==> src/hdl/apf_pkg.sv <==
// Shared types and constants for the articulation point finder.
// No dependencies; imported by apf_ram and articulation_point_finder.
package apf_pkg;

    localparam int MAX_VERTICES_DEF = 1024;
    localparam int MAX_EDGES_DEF    = 4096;
    localparam int VID_W            = 11;
    localparam logic [VID_W-1:0] VCOUNT_RST = 11'd1024;

    typedef enum logic [1:0] {
        FUNC_ADD   = 2'd0,
        FUNC_RUN   = 2'd1,
        FUNC_QUERY = 2'd2,
        FUNC_NONE  = 2'd3
    } func_t;

    typedef enum logic [1:0] {
        ST_OK     = 2'd0,
        ST_FULL   = 2'd1,
        ST_RANGE  = 2'd2,
        ST_NOCALC = 2'd3
    } status_t;

    typedef enum logic [3:0] {
        S_INIT,
        S_IDLE,
        S_DEC,
        S_ADD1,
        S_ADD2,
        S_ADD3,
        S_QRD,
        S_CLR,
        S_RROOT,
        S_RCHK,
        S_STEP,
        S_ARC,
        S_VISIT,
        S_RCUT,
        S_POP,
        S_DONE
    } state_t;

endpackage

==> src/hdl/apf_ram.sv <==
// Generic single-write, single-read RAM with registered read data.
// Depends on apf_pkg only for the common import style.
module apf_ram
    import apf_pkg::*;
#(
    parameter int WIDTH = 8,
    parameter int DEPTH = 16
)
(
    input  logic                     clk,
    input  logic                     we,
    input  logic [$clog2(DEPTH)-1:0] waddr,
    input  logic [WIDTH-1:0]         wdata,
    input  logic [$clog2(DEPTH)-1:0] raddr,
    output logic [WIDTH-1:0]         rdata
);

    logic [WIDTH-1:0] mem [DEPTH];

    always_ff @(posedge clk)
    begin
        if (we)
        begin
            mem[waddr] <= wdata;
        end
        rdata <= mem[raddr];
    end

endmodule

==> config.mk <==
export PLATFORM = sky130hd
export DESIGN_NAME = apf_ram
export DESIGN_NICKNAME = d
export VERILOG_FILES = /design/src/hdl/apf_pkg.sv /design/src/hdl/apf_ram.sv
export SDC_FILE = /design/constraint.sdc
export NUM_CORES = 1
export LEC_CHECK = 0
export BUFFER_PORTS_ARGS = -buffer_cell sky130_fd_sc_hd__buf_2
export CAP_MARGIN = 25
export CORE_MARGIN = 2
export CORE_UTILIZATION = 45
export CTS_CLUSTER_SIZE = 20
export DETAILED_ROUTE_END_ITERATION = 16
export PLACE_DENSITY = 0.73
export SYNTH_ARGS = -nofsm -noshare
export SYNTH_HDL_FRONTEND = slang
export SYNTH_SLANG_ARGS = --single-unit
==> constraint.sdc <==
create_clock -name clk -period 4.4 [get_ports clk]
set_clock_uncertainty 0.1 [all_clocks]
set_input_delay 0 -clock clk [delete_from_list [all_inputs] [get_ports clk]]
set_output_delay 0 -clock clk [all_outputs]
set_load 0.005 [all_outputs]
* Word-level counts from Yosys, hierarchy flattened *
Memory sizes are Yosys's and may differ from the RTL's. A register that Yosys moved wholly into a read port is not among the register bits.
Index checks and enable logic that the tools add are counted.

cells by class
  muxes and demuxes = 2

operators by type and width
  kind     count
  $mux W1  2

storage, ports and cells
  register bits = 0
  bits in writable memories = 128
  input port bits = 18
  output and inout port bits = 8
  word-level logic and storage cells = 3
  memories kept = 1

memory list
  name  words  bits a word  read ports  clocked after memory_dff  write ports  RTL line       source
  mem   16     8            1           1                         1            apf_ram.sv:18  logic [WIDTH-1:0] mem [DEPTH];

* Depth between registers and ports, before layout *
  depth after elaboration = 2
  depth in mapped cells = 5
  depth with buffers taken out = 3

* Worst setup path before layout *
OpenSTA, ideal clock, no wires.

  path kind = input-to-reg
  start point = in waddr[2]
  end point = mem mem[0][0] (enable)
  library setup time = 0.383 ns
  arrival time = 1.110 ns
  required time = 3.917 ns
  slack = 2.807 ns
  stages = 2
  path buffers = 0
  cells stage by stage = or3b_2 > nor3_1

RTL lines
  item             RTL line       source
  start, declared  apf_ram.sv:12  input logic [$clog2(DEPTH)-1:0] waddr,
  end, declared    apf_ram.sv:18

Straight into the memory's write port.

* Final worst setup path *
  start point = in waddr[1]
  end point = mem mem[13][6] (enable)

Straight into the memory's write port.

==> flow_summary.ini <==
[status]
status = complete, no violations

[clocking]
cts_hold_buf = 10
cts_root_buf = clkbuf_16
cts_sinks = 136
clock_latency_ns = 0.41
cts_resized = 0
path_clk_slew_ns = 0.06
numCtsBuffers = 17
post_cts_buffers = 0
cts.path.max_buffers = 2
htree_levels = 4
cts_tree = done

[synthesis]
yosys-top-cells-area = edfxtp_1 75%, mux4_2 7.9%, mux4_1 7.1%
yosysTopAreaCell = edfxtp_1
synth_top_cell_area_share_pct = 74.7
yosysUniqueCellTypes = 19
synth_warnings = 0
synth_nets = 247
synthCells = 229
syn-cell-area_sq_mm = 0.00515
ys_ff_latch = 136
yosysMostFrequentCell = edfxtp_1
synth_edf_count = 128
syn_area_per_cell_sq_um = 22.5
synthTopCellsByCount = 128 x edfxtp_1, 18 x mux4_2, 16 x a22oi_1
async_flop_share_pct = 0
yosysSeqAreaShare_pct = 77.8
synth-main-ff-cell = edfxtp_1

[cells_and_area]
fill_cells = 828
final_cell_area_sq_mm = 0.00613
layout.nets = 294
instances_no_fill = 432
drive_gt1_share_pct = 27.7
diodes = 0
multi_input_area_sq_mm = 0.00107
areaGrowthSynthToFinish_pct = 19.2
regArea_sq_mm = 0.00400

[drt]
drt-pass1-iter-count = 6
wire_per_inst_um = 23.4
drt-initial-drc-count = 192
wl_mm = 10.1
ant_nets = 0
vias_per_cell = 5.68
vias = 2454
drc = 0

[job]
drv_cap = 0

[setup_path]
cp_slowest_stage_delay_ns = 0.82
crit_required_ns = 4.33
start_kind = primary input
end_kind = register
cp_cell_sequence = dlygate4sd3_1 > buf_2 > nand2b_1 > nor2_1
cp.arrival_ns = 1.74
worst_path_max_delay_cell = nor2_1
worstPathMaxFanout = 8
critPathKind = primary input to register

[global_route]
grt_pass1_vias = 2585
grt_max_degree = 33
grt.overflow.total = 0
grt_antenna_before_repair = 0
grt.total_usage_pct = 17.6
grt_pass1_wl_mm = 15.5

[sta]
worstMarginPinSlew_ns = 1.04
report.final.slew_viol_count = 0
period_minus_slack_ns = 1.81
hold_violations = 0
final-setup-viol-count = 0
min_period_over_period_pct = 41.2
fmax_mhz = 552
setup-tns-final_ns = 0
slew-limit-headroom_pct = 30.3
rsz0062_at_grt = false

[min_path]
min_path_type = primary input to register

[pwr]
static-leakage-power_nw = 2.05
vdd.ir_drop.worst_mv = 0.301
p_per_area_mw_per_mm2 = 497

[die]
fp.dieArea_sq_mm = 0.0123
initial_utilization_pct = 45.7
die_w_um = 111
num_io_pins = 26
core_sq_mm = 0.0113
die_h_um = 111
core.rowCount = 39

[placed_design]
hpwl_mm = 6.15
place_area_sq_mm = 0.00541
gp_congestion = 0.767
dp.cells = 390
port_buffers = 25
## critical path, delay by kind of cell
| kind | cells | cell delay, ns |
|---|---|---|
| simple gates | 2 | 1.05 |
| buf+inv | 2 | 0.70 |
## metal layers
| metal | part of all wire (%) | GRT usage (%) |
|---|---|---|
| met1 | 39 | 23.7 |
| met2 | 51 | 28.1 |
| met3 | 9.8 | 5.25 |
| met4 | 0.89 | 5.25 |
| met5 | 0 | 0 |
## area by class of cell
class	instances	share of cell area, %
clock buffers	21	7.83
clock inverters	11	2.37
multi-input cells	83	17.4
flip-flops and latches	136	65.3
well taps	143	2.92
repair buffers	38	4.20
## sequential cells by signal, indices dropped and copies added, names as in the netlist
name / flops
mem: 128
rdata: 8
## power by group
part | internal [W] | total [W] | switching (W)
registers | 0.00145 | 0.00146 | 0.00000969
clock network | 0.000948 | 0.00146 | 0.000507
logic | 0.0000588 | 0.000135 | 0.0000763
total | 0.00246 | 0.00305 | 0.000593
## path summary, 6_finish.rpt
check / depth (start not counted) / endpoint / start / slack [ns]
max: 4 / mem[13][6]$_DFFE_PP_ / waddr[1] / 2.59
max reg2reg: 3 / rdata[4]$_DFF_P_ / mem[9][4]$_DFFE_PP_ / 2.90
min reg2reg: 3 / rdata[3]$_DFF_P_ / mem[14][3]$_DFFE_PP_ / 0.58
min: 2 / mem[8][1]$_DFFE_PP_ / waddr[0] / 0.02
## cell usage in the layout, fill, tap and decap left out
cell type and count:
mux4_2 18, bufinv_16 3, dlygate4sd3_1 10, clkinv_1 1, nor2_1 13, clkbuf_8 4, buf_4 1, edfxtp_1 128
and2b_1 1, dfxtp_1 8, clkinvlp_4 5, clkinv_4 1, clkinv_2 1, buf_12 1, clkbuf_16 17, mux4_1 14
nand3_1 1, a22oi_1 16, nor3_1 2, buf_2 26, nor2b_1 1, and2_1 1, nand3b_1 2, or3b_2 1
nand2_1 9, nand2b_1 2, nor3_2 2
## logic make-up (layout without fill, tap and decap cells)
logic type	Yosys count	count (layout)	synth area share, %
simple gates	35	35	3.18
mux	32	32	15.0
buf+inv	10	70	1.68
compound gates	16	16	2.33
flops	136	136	77.8
## per-stage QoR
step	power (W)	hold slack [ns]	util, %	worst slack, ns
6_report	0.00305	0.0159	54.4	2.59
5_1_grt	0.00313	0.0384	54.4	2.59
4_1_cts	0.00307	0.00799	54.4	2.65
3_5_place_dp	0.00162	0.281	48.0	2.52
3_3_place_gp	0.00161	0.283	47.8	2.22
2_1_floorplan	0.00156	-0.00113	-	2.81
Power figures use the tool's default switching activity.
